File: src/sv/b64d_pkg.sv
// ----------------------------------------------------------------------------
// Base64 decoder package
// Shared beat types, the group hand-off type and the pad character constant.
// ----------------------------------------------------------------------------
package b64d_pkg;

  // Pad character '=' of the base64 alphabet.
  localparam logic [7:0] PAD_CHAR = 8'h3D;

  // Input beat: one encoded character and the end-of-string flag.
  typedef struct packed {
    logic [7:0] char_in;
    logic       last_char;
  } in_beat_t;

  // Output beat: one decoded byte and the last-of-step flag.
  typedef struct packed {
    logic [7:0] byte_out;
    logic       last_byte;
  } out_beat_t;

  // A finished group: 24 bits with the first byte on top, and the number
  // of bytes (1 to 3) to be sent from it.
  typedef struct packed {
    logic [23:0] value;
    logic [1:0]  count;
  } grp_t;

endpackage

File: src/sv/b64d_group.sv
// ----------------------------------------------------------------------------
// Base64 decoder group assembler
// Registers the incoming character, maps it to a sextet and builds groups.
// ----------------------------------------------------------------------------
module b64d_group (
  input  logic                clk,
  input  logic                rst_n,
  input  logic                in_valid,
  output logic                in_ready,
  input  b64d_pkg::in_beat_t  in_data,
  output logic                grp_valid,
  input  logic                grp_ready,
  output b64d_pkg::grp_t      grp
);

  logic                in_v_r, in_v_nxt;
  b64d_pkg::in_beat_t  in_d_r;
  logic [17:0]         acc_r, acc_nxt;
  logic [1:0]          pos_r, pos_nxt;
  logic                pad3_r, pad3_nxt;

  logic [5:0]  sextet;
  logic [23:0] acc24;
  logic        pad3;
  logic        pad4;
  logic        complete;
  logic        adv;
  logic        is_pad;

  // Permissive character map; only the low six bits are kept.
  always_comb begin
    if (in_d_r.char_in >= 8'h61) begin
      sextet = 6'(in_d_r.char_in - 8'h61 + 8'd26);
    end else if (in_d_r.char_in >= 8'h41) begin
      sextet = 6'(in_d_r.char_in - 8'h41);
    end else if (in_d_r.char_in >= 8'h30) begin
      sextet = 6'(in_d_r.char_in + 8'd4);
    end else if (in_d_r.char_in == 8'h2B) begin
      sextet = 6'd62;
    end else if (in_d_r.char_in == 8'h2F) begin
      sextet = 6'd63;
    end else begin
      sextet = 6'd0;
    end
  end

  assign is_pad   = (in_d_r.char_in == b64d_pkg::PAD_CHAR);
  assign acc24    = {acc_r, sextet};
  assign pad3     = (pos_r == 2'd2) ? is_pad : pad3_r;
  assign pad4     = (pos_r == 2'd3) && is_pad;
  assign complete = (pos_r == 2'd3) || in_d_r.last_char;

  assign grp_valid = in_v_r && complete;
  assign adv       = in_v_r && (!complete || grp_ready);
  assign in_ready  = !in_v_r || adv;

  // A short group is filled with zero sextets.
  always_comb begin
    case (pos_r)
      2'd0:    grp.value = {acc24[5:0], 18'd0};
      2'd1:    grp.value = {acc24[11:0], 12'd0};
      2'd2:    grp.value = {acc24[17:0], 6'd0};
      default: grp.value = acc24;
    endcase
    if (pad3) begin
      grp.count = 2'd1;
    end else if (pad4) begin
      grp.count = 2'd2;
    end else begin
      grp.count = 2'd3;
    end
  end

  always_comb begin
    in_v_nxt = adv ? 1'b0 : in_v_r;
    if (in_valid && in_ready) begin
      in_v_nxt = 1'b1;
    end
    acc_nxt  = acc_r;
    pos_nxt  = pos_r;
    pad3_nxt = pad3_r;
    if (adv) begin
      if (complete) begin
        acc_nxt  = '0;
        pos_nxt  = '0;
        pad3_nxt = 1'b0;
      end else begin
        acc_nxt  = acc24[17:0];
        pos_nxt  = pos_r + 2'd1;
        pad3_nxt = pad3;
      end
    end
  end

  always_ff @(posedge clk) begin
    if (!rst_n) begin
      in_v_r <= 1'b0;
      acc_r  <= '0;
      pos_r  <= '0;
      pad3_r <= 1'b0;
    end else begin
      in_v_r <= in_v_nxt;
      acc_r  <= acc_nxt;
      pos_r  <= pos_nxt;
      pad3_r <= pad3_nxt;
    end
  end

  always_ff @(posedge clk) begin
    if (in_valid && in_ready) begin
      in_d_r <= in_data;
    end
  end

endmodule

File: src/sv/b64d_obuf.sv
// ----------------------------------------------------------------------------
// Base64 decoder output buffer
// Holds one decoded group and sends its bytes one beat at a time.
// ----------------------------------------------------------------------------
module b64d_obuf (
  input  logic                clk,
  input  logic                rst_n,
  input  logic                grp_valid,
  output logic                grp_ready,
  input  b64d_pkg::grp_t      grp,
  output logic                out_valid,
  input  logic                out_ready,
  output b64d_pkg::out_beat_t out_data
);

  logic [1:0]  cnt_r, cnt_nxt;
  logic [23:0] data_r, data_nxt;
  logic        pop;
  logic        load;

  assign out_valid          = (cnt_r != 2'd0);
  assign pop                = out_valid && out_ready;
  assign grp_ready          = (cnt_r == 2'd0) || ((cnt_r == 2'd1) && out_ready);
  assign load               = grp_valid && grp_ready;
  assign out_data.byte_out  = data_r[23:16];
  assign out_data.last_byte = (cnt_r == 2'd1);

  always_comb begin
    cnt_nxt  = cnt_r;
    data_nxt = data_r;
    if (load) begin
      cnt_nxt  = grp.count;
      data_nxt = grp.value;
    end else if (pop) begin
      cnt_nxt  = cnt_r - 2'd1;
      data_nxt = {data_r[15:0], 8'd0};
    end
  end

  always_ff @(posedge clk) begin
    if (!rst_n) begin
      cnt_r <= '0;
    end else begin
      cnt_r <= cnt_nxt;
    end
  end

  always_ff @(posedge clk) begin
    data_r <= data_nxt;
  end

endmodule

File: src/sv/base64_decoder_unit.sv
// ----------------------------------------------------------------------------
// Base64 decoder unit
// Streaming base64 text decoder, one character in and one byte out per beat.
// ----------------------------------------------------------------------------
// Usage: the in_ channel carries one ASCII character per beat, with
// last_char set on the final character of a string. The out_ channel
// carries decoded bytes; last_byte marks the final byte that one input
// character causes. Every fourth character closes a group and yields one
// to three bytes depending on '=' padding. A final character that ends a
// partial group closes it as if zero sextets followed.
// Timing: a character is taken into an input register; a group closed by
// it is then loaded into the output buffer, from which its first byte
// is sent. Throughput is one character per cycle while out_ready stays
// high, set by the three-byte output buffer draining one byte a cycle
// while the next group is assembled; a partial group closed early can
// briefly hold off input while its bytes drain.
// Reset (rst_n low, synchronous) empties both registers and clears the
// group state. When the receiver stalls, the buffer holds its bytes and
// input stops only once a second group is ready to close.
// ----------------------------------------------------------------------------
module base64_decoder_unit (
  input  logic                clk,
  input  logic                rst_n,
  input  logic                in_valid,
  output logic                in_ready,
  input  b64d_pkg::in_beat_t  in_data,
  output logic                out_valid,
  input  logic                out_ready,
  output b64d_pkg::out_beat_t out_data
);

  // Hand-off of a finished group from the assembler to the buffer.
  logic           grp_valid;
  logic           grp_ready;
  b64d_pkg::grp_t grp;

  // Input register, sextet map and group accumulator.
  b64d_group u_group (
    .clk       (clk),
    .rst_n     (rst_n),
    .in_valid  (in_valid),
    .in_ready  (in_ready),
    .in_data   (in_data),
    .grp_valid (grp_valid),
    .grp_ready (grp_ready),
    .grp       (grp)
  );

  // Result register: serializes the bytes of one group.
  b64d_obuf u_obuf (
    .clk       (clk),
    .rst_n     (rst_n),
    .grp_valid (grp_valid),
    .grp_ready (grp_ready),
    .grp       (grp),
    .out_valid (out_valid),
    .out_ready (out_ready),
    .out_data  (out_data)
  );

endmodule

File: config.mk
export PLATFORM = sky130hd
export DESIGN_NAME = base64_decoder_unit
export DESIGN_NICKNAME = d
export VERILOG_FILES = /design/src/sv/b64d_pkg.sv /design/src/sv/b64d_group.sv /design/src/sv/b64d_obuf.sv /design/src/sv/base64_decoder_unit.sv
export SDC_FILE = /design/constraint.sdc
export NUM_CORES = 1
export LEC_CHECK = 0
export BUFFER_PORTS_ARGS = -buffer_cell sky130_fd_sc_hd__buf_2
export CAP_MARGIN = 5
export CORE_MARGIN = 2
export CORE_UTILIZATION = 60
export DETAILED_ROUTE_END_ITERATION = 8
export GPL_TIMING_DRIVEN = 0
export PLACE_DENSITY = 0.8
export SLEW_MARGIN = 10
export SYNTH_ARGS = -nofsm -noshare
export SYNTH_HDL_FRONTEND = slang
export SYNTH_SLANG_ARGS = --single-unit
File: constraint.sdc
create_clock -name clk -period 2.6 [get_ports clk]
set_clock_uncertainty 0.2 [all_clocks]
set_input_delay 0.78 -clock clk [delete_from_list [all_inputs] [get_ports clk]]
set_output_delay 0.78 -clock clk [all_outputs]
set_load 0.02 [all_outputs]
==> results of run 1 <==
[state kept, by name (all words and copies together), names as in the netlist]
register	count
u_group.acc_r	18
u_group.in_d_r	9
u_group.in_v_r	1
u_group.pad3_r	1
u_group.pos_r	2
u_obuf.cnt_r	2
u_obuf.data_r	24
[routing by layer]
metal | up-vias | share of wire (%) | track usage, %
met5 | - | 0 | 0
met4 | 0 | 3.7 | 15.59
met3 | 43 | 7.5 | 5.430
met2 | 190 | 49 | 48.91
met1 | 1486 | 40 | 37.30
li1 | 1453 | - | -
[area by class of cell]
| cell class | instances | area (um2) |
|---|---|---|
| Tap cell | 72 | 90.09 |
| Buffer | 30 | 175.2 |
| Clock buffer | 11 | 152.6 |
| Fill cell | 395 | 1436 |
| Sequential cell | 57 | 1475 |
| Clock inverter | 5 | 28.78 |
| Timing Repair Buffer | 37 | 220.2 |
| Inverter | 17 | 66.31 |
| Multi-Input combinational cell | 263 | 1896 |
[worst min-delay path, cell delays in order, from the launching register on]
cell and delay (ns):
dfxtp_2 0.33, inv_1 0.07, a211oi_1 0.07
[kinds of logic after synthesis]
kind of cell	share of synthesized area [%]
adders and majority gates	5.445
muxes	1.815
AOI/OAI and AO/OA	24.90
and+or+nand+nor	17.68
xor gates and xnor gates	1.017
buffers and inverters	6.461
DFF	42.69
[synthesized netlist by cell type, drive strengths merged (4+ instances only)]
cell	count	area (um2)
edfxtp	33	991.0
and2	5	31.28
clkbuf	12	45.04
o21ai	34	170.2
nor2b	20	125.1
buf	18	113.9
mux2i	4	40.04
o21a	4	30.03
o31ai	4	30.03
nand2	36	135.1
a31oi	4	25.02
dfxtp	24	480.5
a22oi	22	170.2
nand2b	4	25.02
o22ai	4	25.02
nor2	20	82.58
inv	17	63.81
o211ai	10	75.07
nand3	10	50.05
a21oi	17	88.84
ha	15	187.7
[what timing repair did]
| action | 4_1_cts | 5_1_grt |
|---|---|---|
| setup endpoints to repair | 26 | 25 |
| resized for setup | 15 | 28 |
| buffers inserted | 7 | 7 |
| pin swaps | 5 | 7 |
[power by group]
group	switching [mW]	internal (mW)
sequential	0.0382	1.05
combinational	0.327	0.211
clock	0.372	0.398
total	0.737	1.66
[final timing paths]
path / start / end / slack, ns
setup / recovery: u_group.in_d_r[1] / u_obuf.data_r[22] / 0.08
hold reg to reg: u_obuf.cnt_r[0] / u_obuf.cnt_r[0] / 0.31
hold / removal: u_obuf.cnt_r[0] / u_obuf.cnt_r[0] / 0.31
setup reg to reg: u_group.in_d_r[1] / u_obuf.data_r[22] / 0.08
[through the flow]
step | instances | power [mW] | hold slack (ns) | utilization, % | worst slack, ns
floorplan | 367 | 1.427 | 0.2524 | - | 0.1718
global placement | 462 | 1.549 | 0.2801 | 65.92 | -0.3369
detailed placement | 462 | 1.560 | 0.3056 | 65.92 | -0.3963
CTS | 485 | 2.355 | 0.3122 | 71.05 | 0.003240
global route | 492 | 2.492 | 0.3440 | 74.07 | -0.003432
finish | 492 | 2.398 | 0.3114 | 74.07 | 0.07549
==> flow_summary.toml, run 1 <==
[drt]
drc_errors = 0
drt_iter0_markers = 353
post_drt_wl_per_cell_um = 18.51
drtAntennaViolNets = 0
first_pass_iters = 6
wirelength_um = 9106
viasPerCell = 6.447
via_count = 3172

[synth]
synth_cell_type_count = 58
synth_seq_cells = 57
ys_seq_area_share_pct = 42.69
syn_nets = 395
synth_edf_count = 33
async_reset_ff_share_pct = 0
yosysWarnings = 0
dominantRegCellSynth = "edfxtp_1"
syn_area_um2 = 3447
syn_inst = 367
syn_avg_cell_area_um2 = 9.393

[clocking]
htree_levels = 3
tritoncts = "done"
cts_hold_buffers = 0
cts_buffer_depth = 2
clk_pin_slew_worst_paths_ns = 0.06
insertion_delay_ns = 0.35
numClockSinks = 57
cts-buffers-inserted = 9
cts-root-buf = "clkbuf_8"

[cells_and_area]
final_cell_mix = "nand2_1 (36), edfxtp_1 (33), buf_2 (28), o21ai_0 (28), buf_4 (24)"
nets = 443
antennaDiodeCount = 0
area_growth_pct = 19.06
final_area_um2 = 4104
final_common_cell = "nand2_1"
drive_gt1_share_pct = 25.48

[grt]
antenna_found_initial = 0
overflow = 0
grt_usage_pct = 29.75
grt_pass1_wl_um = 14400
grt_max_degree = 29
grt_pass1_vias = 2980

[worst_setup_path]
worstSetupPathType = "flip-flop to flip-flop"
endpoint_kind = "flip-flop"
worstPathArrival_ns = 2.49
critPathMaxStageDelay_ns = 0.52
startpoint_type = "flip-flop"
rr_worst_depth = 6
crit_slowest_cell = "edfxtp_1"
cp_num_buf_inv = 0
path_max_fanout = 7
worst-path-stages = 6
cp_top_family = "compound AO/OA/AOI/OAI gates"
crit_path_cell_trace = "ha_1 > and2b_1 > o21ai_0 > a2111oi_4 > nand4b_4 > o31ai_1"
crit_required_ns = 2.57

[floorplanning]
io_pins = 24
die_w_um = 79.80
dieArea_um2 = 6367
core_area_um2 = 5540
start_util_pct = 62.22
rows = 27
die_y_um = 79.80

[sta]
tightest_slew_ns = 0.7330
finalHoldViolations = 0
period_minus_slack_ns = 2.525
setup-tns-final_ns = 0
setup_violations = 0
fmax_mhz = 396.1
slew_headroom_pct = 51.03
timing.final.crit_share_pct = 97.10
slew_violations = 0

[worst_hold_path]
holdCritPathClass = "flip-flop to flip-flop"
hold_depth = 2

[power_and_ir_drop]
peakVddDrop_mv = 0.4160
p_per_area_nw_per_um2 = 584.4
p_leak_nw = 1.494

[run_status]
status = "completed"

[place]
dp_hpwl_um = 6192
place_area_um2 = 3652
gp_congestion = 0.8871
io_buffers = 23

[job]
cap_violations = 0
Note: power is estimated with default switching activity, not from simulation.
==> run 2: changes to the inputs <==
Settings changed: CORE_UTILIZATION 60 to 56, PLACE_DENSITY 0.8 to 0.76.
==> run 2 against run 1 <==
Net effect:
- critical path depth increased by 2
- non-clock buffer count stayed put
- global-route usage shrank 2.9 points
- largest power group unchanged
- flip-flop and latch count is the same
- routed wire length shrank 4.5%
- final cell count increased by 0.61%
- design area decreased by 1.1%
- critical path type unchanged
- sequential power about the same
- largest cell class unchanged
- setup slack worse by 0.019 ns
==> flow_summary.toml, run 2 (synthesized netlist as in run 1, its figures left out) <==
[worst_setup_path]
path_max_fanout = 7
worstSetupPathType = "flip-flop to flip-flop"
crit_required_ns = 2.57
startpoint_type = "flip-flop"
worstPathArrival_ns = 2.51
endpoint_kind = "flip-flop"

[grt]
overflow = 0
grt_max_degree = 29
antenna_found_initial = 0
grt_pass1_vias = 2818
grt_usage_pct = 26.90
grt_pass1_wl_um = 13500

[cells_and_area]
final_cell_mix = "nand2_1 (35), edfxtp_1 (33), buf_2 (29)"
drive_gt1_share_pct = 25.00
antennaDiodeCount = 0
largest_reg_flops = 24
largest_registers = "u_obuf.data_r: 24 flops, u_group.acc_r: 18 flops, u_group.in_d_r: 9 flops"
final_area_um2 = 4060
nets = 443
area_growth_pct = 17.79
final_common_cell = "nand2_1"
regMostFlops = "u_obuf.data_r"

[place]
dp_hpwl_um = 6081
io_buffers = 23
place_area_um2 = 3656
gp_congestion = 0.9148

[job]
cap_violations = 0

[drt]
wirelength_um = 8697
drt_iter0_markers = 252
viasPerCell = 6.176
first_pass_iters = 5
drc_errors = 0
drtAntennaViolNets = 0
via_count = 3057
post_drt_wl_per_cell_um = 17.57

[floorplanning]
rows = 28
dieArea_um2 = 6799
die_w_um = 82.46
die_y_um = 82.46
start_util_pct = 58.22
io_pins = 24
core_area_um2 = 5921

[clocking]
clk_pin_slew_worst_paths_ns = 0.07
cts-buffers-inserted = 9
htree_levels = 3
tritoncts = "done"
cts_hold_buffers = 0
numClockSinks = 57
cts_buffer_depth = 2
cts-root-buf = "clkbuf_8"
insertion_delay_ns = 0.34

[worst_hold_path]
holdCritPathClass = "flip-flop to flip-flop"

[sta]
timing.final.crit_share_pct = 97.82
fmax_mhz = 393.2
period_minus_slack_ns = 2.543
setup_violations = 0
tightest_slew_ns = 0.7085
slew_headroom_pct = 52.67
slew_violations = 0
setup-tns-final_ns = 0
finalHoldViolations = 0

[power_and_ir_drop]
p_per_area_nw_per_um2 = 573.7
power.switching_mw = 0.7057
p_leak_nw = 1.480
power_frac_seq_pct = 46.8
swShare_pct = 30.30
peakVddDrop_mv = 0.4105
cell_internal_pwr_mw = 1.624
clkPwrFrac_pct = 30.7
combPwrFrac_pct = 22.5

[run_status]
status = "completed"
==> run 2: cell count changes in the layout (fill, tap and decap cells not counted), sizes merged <==
cell / change
clkbuf: -2
buf: +1
clkinv: +1
==> run 2: layer usage <==
layer | global-route usage, % | vias to the layer above | part of all wire, %
li1 | - | 1440 | -
met1 | 33.10 | 1460 | 41
met2 | 45.32 | 131 | 50
met3 | 6.848 | 26 | 7.1
met4 | 10.00 | 0 | 2.7
met5 | 0 | - | 0
==> run 2: what timing repair did <==
item	in CTS	in global routing
pin swaps	5	8
setup endpoints to repair	24	26
gates resized for setup	12	22
buffers inserted	12	2
==> run 2: critical path, cell delays in order (launching register included) <==
cell,delay [ns]
edfxtp_1,0.45
buf_6,0.17
inv_2,0.10
ha_2,0.24
nor2b_2,0.21
o2111ai_4,0.20
o21a_1,0.16
a221o_1,0.41
o31ai_1,0.24
==> run 2: power by group through the flow <==
stage | clock network (mW) | logic [mW] | registers (mW)
2_1_floorplan | 0 | 0.332 | 1.09
3_3_place_gp | 0 | 0.444 | 1.11
3_5_place_dp | 0 | 0.450 | 1.11
4_1_cts | 0.725 | 0.498 | 1.09
5_1_grt | 0.768 | 0.565 | 1.10
6_report | 0.715 | 0.524 | 1.09
==> run 2: worst paths after layout <==
path / start / to / slack [ns] / depth (start not counted)
setup / recovery: u_group.in_d_r[3] / u_obuf.data_r[20] / 0.06 / 8
setup reg to reg: u_group.in_d_r[3] / u_obuf.data_r[20] / 0.06 / 8
hold / removal: u_group.pad3_r / u_group.pad3_r / 0.28 / 2
hold reg to reg: u_group.pad3_r / u_group.pad3_r / 0.28 / 2
==> run 2: final cells by class <==
cell class                      instances  area (um2)
Sequential cell                        57        1475
Tap cell                               75       93.84
Inverter                               17       63.81
Buffer                                 30       172.7
Clock inverter                          6       33.78
Fill cell                             451        1861
Clock buffer                           10       137.6
Multi-Input combinational cell        263        1863
Timing Repair Buffer                   37       220.2
==> run 2: metrics by stage <==
stage | instances | util, % | total power, mW | hold WS (ns) | setup WS (ns)
2_1_floorplan | 367 | - | 1.427 | 0.2524 | 0.1718
3_3_place_gp | 465 | 61.75 | 1.550 | 0.2696 | -0.2694
3_5_place_dp | 465 | 61.75 | 1.559 | 0.2777 | -0.3215
4_1_cts | 493 | 67.01 | 2.310 | 0.2861 | 0.002501
5_1_grt | 495 | 68.58 | 2.429 | 0.3202 | -0.01735
6_report | 495 | 68.58 | 2.329 | 0.2813 | 0.05669
==> run 3: changes to the inputs <==
Settings changed: CORE_ASPECT_RATIO set to 0.9.
==> run 3 against run 2 <==
Net effect:
- combinational power is 1% higher
- setup slack worse by 0.0031 ns
- design area up 1.4%
- clock-buffer cell count rose by 2
- utilization decreased by 0.52 points
- global-route usage rose by 0.48 points
- non-clock buffer count increased by 1
- routed wire length up 1.1%
- critical path depth is the same
- die area is essentially flat
- sequential power hardly changed
- critical path type unchanged
- largest power group unchanged
==> flow_summary.toml, run 3 (synthesized netlist as in run 1, its figures left out) <==
[run_status]
status = "completed"

[drt]
via_count = 3025
first_pass_iters = 5
drtAntennaViolNets = 0
wirelength_um = 8795
drt_iter0_markers = 242
post_drt_wl_per_cell_um = 17.84
drc_errors = 0
viasPerCell = 6.136

[cells_and_area]
antennaDiodeCount = 0
regMostFlops = "u_obuf.data_r"
drive_gt1_share_pct = 26.13
fin_util_pct = 68.05
nets = 444
largest_registers = "u_obuf.data_r: 24 flops, u_group.acc_r: 18 flops, u_group.in_d_r: 9 flops"
largest_reg_flops = 24
final_common_cell = "nand2_1"
area_growth_pct = 19.38
final_cell_mix = "nand2_1 (36), edfxtp_1 (33), o21ai_0 (30)"

[power_and_ir_drop]
power.total_mw = 2.505
p_per_area_nw_per_um2 = 608.8
peakVddDrop_mv = 0.6526
p_leak_nw = 1.495

[sta]
slew_headroom_pct = 52.62
tightest_slew_ns = 0.7093
setup-tns-final_ns = 0
slew_violations = 0
whs_ns = 0.3160
setup_slack_ns = 0.05358
rsz0062_at_grt = "true"
setup_violations = 0
period_minus_slack_ns = 2.546
finalHoldViolations = 0
fmax_mhz = 392.7
timing.final.crit_share_pct = 97.94

[clocking]
cts-buffers-inserted = 9
insertion_delay_ns = 0.34
cts_buffer_depth = 2
clk_pin_slew_worst_paths_ns = 0.07
tritoncts = "done"
cts-root-buf = "clkbuf_8"
htree_levels = 3
numClockSinks = 57

[floorplanning]
rows = 27
io_pins = 24
die_y_um = 78.43
dieArea_um2 = 6800
die_w_um = 86.70
core_area_um2 = 6047
start_util_pct = 57.00

[grt]
antenna_found_initial = 0
grt_usage_pct = 27.37
overflow = 0
grt_pass1_wl_um = 14330
grt_pass1_vias = 2914
grt_max_degree = 29

[worst_hold_path]
holdCritPathClass = "flip-flop to flip-flop"

[worst_setup_path]
worstSetupPathType = "flip-flop to flip-flop"
endpoint_kind = "flip-flop"
path_max_fanout = 7
crit_required_ns = 2.57
startpoint_type = "flip-flop"
worstPathArrival_ns = 2.51

[place]
pre_cts_ws_ns = -0.3327
dp_hpwl_um = 6174
io_buffers = 23
gp_congestion = 0.8905

[job]
cap_violations = 0
## run 3: cell count changes in the layout (fill, tap and decap cells not counted), sizes merged
cell,delta
clkinvlp,+1
clkbuf,+3
clkinv,-5
bufinv,+1
inv,+1
## run 3: final timing paths
check | from | endpoint | slack (ns) | cells after the start
worst max-delay path | u_group.in_d_r[3] | u_obuf.data_r[20] | 0.05 | 8
worst min-delay path | u_group.pos_r[0] | u_group.pos_r[0] | 0.32 | 2
worst max register to register | u_group.in_d_r[3] | u_obuf.data_r[20] | 0.05 | 8
worst min register to register | u_group.pos_r[0] | u_group.pos_r[0] | 0.32 | 2
## run 3: area by class of cell
class,instances,area [um2]
sequential,57,1478
fill,467,1932
tap,72,90.09
multi-input combinational,263,1873
timing repair buffer,38,227.7
inverter,17,63.81
buffer,30,168.9
clock buffer,12,165.2
clock inverter,4,48.80
## run 3: repair_timing
item	4_1_cts	5_1_grt
gates cloned	0	0
setup endpoints to repair	23	29
hold buffers	0	0
pin swaps	4	8
setup buffers	9	6
resized for setup	12	24
## run 3: report_power, final
part	switching [mW]	internal, mW	total (mW)
combinational	0.317	0.214	0.530
clock	0.366	0.520	0.886
sequential	0.0373	1.05	1.09
## run 3: through the flow
stage               instance area, um2  instances
detailed placement                3652        462
CTS                               3985        487
finish                            4115        493
global route                      4115        493
global placement                  3652        462
floorplan                         3447        367
## run 3: routing by layer
layer  GRT usage, %  share of wire (%)
met2          42.77                 49
met1          35.82                 44
met4          12.66                2.1
met5              0                  0
met3          6.519                5.3
## run 3: critical path: stages, from the launching register on
cell	delay [ns]
edfxtp_1	0.42
clkbuf_4	0.20
inv_2	0.11
ha_2	0.22
nor2b_1	0.16
o2111ai_2	0.24
o21a_1	0.18
a221o_2	0.42
o31ai_1	0.22
